$ cat config.mk
export PLATFORM = sky130hd
export DESIGN_NAME = clsws_ram
export DESIGN_NICKNAME = d
export VERILOG_FILES = /design/src/design/clsws_ram.sv
export SDC_FILE = /design/constraint.sdc
export NUM_CORES = 2
export LEC_CHECK = 0
export ABC_AREA = 1
export BUFFER_PORTS_ARGS = -buffer_cell sky130_fd_sc_hd__buf_2
export CORE_ASPECT_RATIO = 0.75
export CORE_UTILIZATION = 30
export DETAILED_ROUTE_END_ITERATION = 10
export MAX_ROUTING_LAYER = met4
export PLACE_DENSITY = 0.44
export SYNTH_ARGS = -nofsm -noshare
export SYNTH_HDL_FRONTEND = slang
export SYNTH_SLANG_ARGS = --single-unit
$ cat constraint.sdc
create_clock -name clk -period 5.7 [get_ports clk]
set_clock_uncertainty 0.2 [all_clocks]
set_input_delay 0.855 -clock clk [delete_from_list [all_inputs] [get_ports clk]]
set_output_delay 0.855 -clock clk [all_outputs]
set_load 0.02 [all_outputs]
$ cat src/design/clsws_ram.sv
// Generic single-write, single-read RAM with registered read data.
`default_nettype none

module clsws_ram #(
    parameter int WIDTH = 32,
    parameter int DEPTH = 128
) (
    input  wire logic                                      clk,
    input  wire logic                                      we,
    input  wire logic [((DEPTH > 1) ? $clog2(DEPTH) : 1)-1:0] waddr,
    input  wire logic [WIDTH-1:0]                          wdata,
    input  wire logic [((DEPTH > 1) ? $clog2(DEPTH) : 1)-1:0] raddr,
    output logic      [WIDTH-1:0]                          rdata
);

    logic [WIDTH-1:0] mem [DEPTH];

    always_ff @(posedge clk)
    begin
        if (we)
        begin
            mem[waddr] <= wdata;
        end
        rdata <= mem[raddr];
    end

endmodule

`default_nettype wire

After elaboration in Yosys (flattened, before gate mapping)
Memories as Yosys holds them, arrays and structs flattened. A register that Yosys moved wholly into a read port is not among the register bits.
Cells that the tools add are included.
{"block": "totals", "in_bits": 48, "memories": 1, "word_cells": 3, "register_bits": 0, "ram_bits": 4096, "out_inout_bits": 32}
{"name": "mem", "words": 128, "word_bits": 32, "read_ports": 1, "rd_ports_with_merged_regs": 1, "wr": 1, "line_no": "16", "rtl": "logic [WIDTH-1:0] mem [DEPTH];"}
{"block": "op_classes", "n_mux": 2}
{"cell": "$mux 1", "n": 2}

Logic depth before layout (Yosys ltp)
{"block": "logic_depth", "ltp_word": 2, "mapped_depth": 13, "depth_no_buf": 9}

Worst setup path after synthesis
Ideal clock, no wire load.
{"block": "synth_path", "path_kind": "in2reg", "startpoint": "input we", "endpoint": "memory mem[105][0] (enable)", "path_buffers": 2, "required_ns": 5.079, "arrival_time_ns": 2.832, "stages": 4, "setup_time_ns": 0.421, "setup_slack_ns": 2.247, "path_cell_list": "clkbuf_1 > nand2_1 > clkbuf_1 > nor2_1"}
{"block": "synth_via", "elab_chain_len": 2}
{"item": "from (decl)", "line_no": "9", "rtl": "input wire logic we,"}
{"item": "$mux 1", "line_no": "20", "rtl": "if (we)"}
{"item": "$mux 1 (not written as such)", "line_no": "22", "rtl": "mem[waddr] <= wdata;"}
{"item": "to (decl)", "line_no": "16"}
No other way between the ends.

==> run_results.csv <==
group,metric,value,unit
logic_synthesis,synth_edf_count,4096,
layout,stdcell_count,21000,
pwr,power.density,347,nW/um^2
grt,grt_use_met3,0.0380,
clock_network,clk_latency,1.04,ns
job,cap_violations,0,
clock_network,clock-sinks,4128,
worst_setup_path,cp-end-kind,"register",
logic_synthesis,synth_compound_area_frac,0,
logic_synthesis,synth_top_flop_cell,"edfxtp_1",
grt,grt.busiest_layer,"met1",
layout,layout-drive-gt1-share,0.0876,
hold_path,hold_path_depth,1,
logic_synthesis,ys_warn_count,0,
grt,grt_util_met1,0.320,
placed_design,gp_congestion,0.838,
logic_synthesis,synth_simple_gate_area_frac,0.221,
detailed_routing,drc,0,
sta,worstMarginPinSlew,1.35,ns
sta,hold_violations,0,
worst_setup_path,reg2regPathDepth,8,
grt,overflow,0,
pwr,p_leak,63.9,nW
floorplanning,die-area,552000,sq um
logic_synthesis,yosysUniqueCellTypes,15,
logic_synthesis,synth_top_area_cell,"edfxtp_1",
floorplanning,die_width,857,um
logic_synthesis,synthAdderAreaFrac,0,
grt,grt_usage,0.214,
pwr,power.total,65.3,mW
floorplanning,initial_utilization,0.301,
layout,nets,13400,
sta,fin_crit,4.17,ns
clock_network,path_clk_slew,0.06,ns
layout,design_area,188000,sq um
logic_synthesis,yosysMostFrequentCell,"nand2_1",
logic_synthesis,synthMuxAreaShare,0,
placed_design,place_area,175000,sq um
clock_network,cts_root_buffer,"clkbuf_16",
detailed_routing,final_antenna_net_count,0,
grt,grtUsageMet2,0.302,
floorplanning,ios,80,
grt,grt_pass1_vias,99100,
worst_setup_path,start_kind,"input pin",
clock_network,htreeDepth,5,
logic_synthesis,async_flop_share,0,
detailed_routing,postRouteWirelength,594000,um
sta,rsz0062_at_grt,"false",
worst_setup_path,required,6.45,ns
floorplanning,die_h,644,um
logic_synthesis,ys_ff_latch,4128,
grt,antenna_found_initial,60,
worst_setup_path,cp.arrival,4.92,ns
detailed_routing,routedWlPerCell,28.3,um
worst_setup_path,worstReg2RegEnd,"rdata[26]$_DFF_P_",
placed_design,dp_hpwl,343000,um
logic_synthesis,synth_nets,13400,
detailed_routing,avgViaCountPerCell,5.10,
pwr,vdd_ir_drop_max,0.246,mV
floorplanning,coreArea,546000,sq um
sta,relSlewSlack,0.102,
worst_setup_path,worstPathMaxFanout,121,
logic_synthesis,syn_avg_cell_area,12.3,sq um
worst_setup_path,critical_path_class,"input pin to register",
placed_design,io_buffers,79,
logic_synthesis,ys_top_cells_by_area,"edfxtp_1 75%, nand3_1 12%, nand2_1 9.5%, buf_2 1.8%, buf_4 0.39%",
sta,tns,0,ns
hold_path,hp-class,"input pin to register",
clock_network,cts_buffer_depth,4,
logic_synthesis,synth_area,165000,sq um
placed_design,dp_cells,20200,
detailed_routing,drt_pass1_iterations,6,
detailed_routing,via_count,107000,
clock_network,cts_setup_buffers,0,
run_status,run_status,"complete, no violations",
layout,area_growth,14.3,%
grt,grt_max_degree,142,
logic_synthesis,syn_inst,13400,
sta,finalCritPeriodShare,0.732,
clock_network,cts_tree,"yes",
worst_setup_path,rrSetupSlack,2.57,ns
logic_synthesis,synth_top_family_by_area,"simple AND/OR/NAND/NOR gates",
grt,grt_pass1_wl,825000,um
sta,slew_viol_final,0,
worst_setup_path,r2r-start,"mem[49][26]$_DFFE_PP_",
logic_synthesis,ys_seq_area_frac,0.751,
floorplanning,floorplan.rows,235,
detailed_routing,drt-initial-drc-count,12800,
logic_synthesis,synth_top_area_frac,0.747,
sta,max_freq,0.240,GHz
hold_path,hold_end,"mem[17][23]$_DFFE_PP_",
hold_path,min_from,"wdata[23]",
sta,setup_viol,0,
logic_synthesis,synthTopCellsByCount,"4151 x nand2_1, 4096 x edfxtp_1, 4035 x nand3_1",
clock_network,numCtsBuffers,412,
logic_synthesis,synth_xor_xnor_area_share,0,
==> worst max path at each step <==
| stage | from | endpoint | slack (ns) | cells after the start |
|---|---|---|---|---|
| 2_1_floorplan | we | mem[105][0]$_DFFE_PP_ | 2.25 | 4 |
| 3_3_place_gp | raddr[0] | rdata[26]$_DFF_P_ | 0.60 | 11 |
| 3_5_place_dp | raddr[0] | rdata[26]$_DFF_P_ | 0.58 | 11 |
| 4_1_cts | raddr[0] | rdata[26]$_DFF_P_ | 1.72 | 11 |
| 5_1_grt | raddr[0] | rdata[26]$_DFF_P_ | 1.45 | 11 |
| 6_report | raddr[0] | rdata[26]$_DFF_P_ | 1.53 | 11 |
==> per-layer routing <==
layer  vias up  wire length [um]
met3       653             45500
met5         -                 0
met1     54500            281000
met2      3922            254000
li1      48100                 -
met4         0             13500
==> flip-flops by register name (all words and copies together), names as in the netlist <==
| register | flops |
|---|---|
| mem | 4096 |
| rdata | 32 |
==> what timing repair did <==
action	4_1_cts	5_1_grt
hold buffers	5	0
endpoints found under the hold margin	27	0
resized for setup	0	0
==> critical path: stages <==
cell and delay [ns]:
buf_12 0.17, inv_16 0.57, buf_12 0.49, nand2_1 0.10, nand3_1 0.10, nand3_1 0.10
nand3_1 0.13, nand3_1 0.30, nand3_1 0.91, nand3_1 0.54, nand2_1 0.19
==> cell families after synthesis <==
logic type,Yosys count
AND/OR/NAND/NOR,8328
buffers and inverters,933
flip-flops,4128
==> per-stage QoR <==
step                worst slack, ns   util  hold WS (ns)
floorplan                      2.25      -         0.554
global placement              0.600  0.320         0.665
detailed placement            0.579  0.320         0.645
CTS                            1.72  0.344       0.00653
global route                   1.45  0.344        0.0359
finish                         1.53  0.344        0.0823
==> where the power goes <==
part / switching (mW) / total (mW) / internal (mW) / leakage [nW]
Combinational: 3.57 / 4.50 / 0.929 / 20.5
Clock: 12.2 / 27.1 / 14.9 / 6.36
Sequential: 0.155 / 33.7 / 33.5 / 37.1
Total: 15.9 / 65.3 / 49.4 / 63.9
==> layout make-up <==
type | instances | area (sq um)
multi-input cells | 8328 | 37300
inverters | 24 | 144
repair buffers | 498 | 4970
well taps | 7228 | 9040
clock buffers | 527 | 11200
flip-flops and latches | 4128 | 124000
fillers | 53800 | 358000
clock inverters | 224 | 1760
diodes | 54 | 135
==> cell usage in the layout, fill, tap and decap left out <==
| cell | count |
|---|---|
| nand2_1 | 4143 |
| edfxtp_1 | 4096 |
| nand3_1 | 4035 |
| clkbuf_16 | 422 |
| buf_4 | 322 |
| nor2_4 | 128 |
| clkinv_1 | 98 |
| buf_12 | 94 |
| clkbuf_1 | 85 |
| clkinv_2 | 79 |
| diode_2 | 54 |
| buf_2 | 41 |
| buf_6 | 32 |
| dfxtp_1 | 32 |
| bufinv_16 | 26 |
| clkbuf_8 | 21 |
| inv_1 | 18 |
| inv_6 | 12 |
| nor3_1 | 8 |
| nand2_2 | 8 |
| nor2_1 | 6 |
| clkinvlp_4 | 6 |
| dlygate4sd3_1 | 5 |
| inv_16 | 4 |
| inv_8 | 3 |
| buf_8 | 3 |
| clkinv_8 | 1 |
| clkinv_4 | 1 |
No activity file was read; power rests on OpenSTA's default activity.
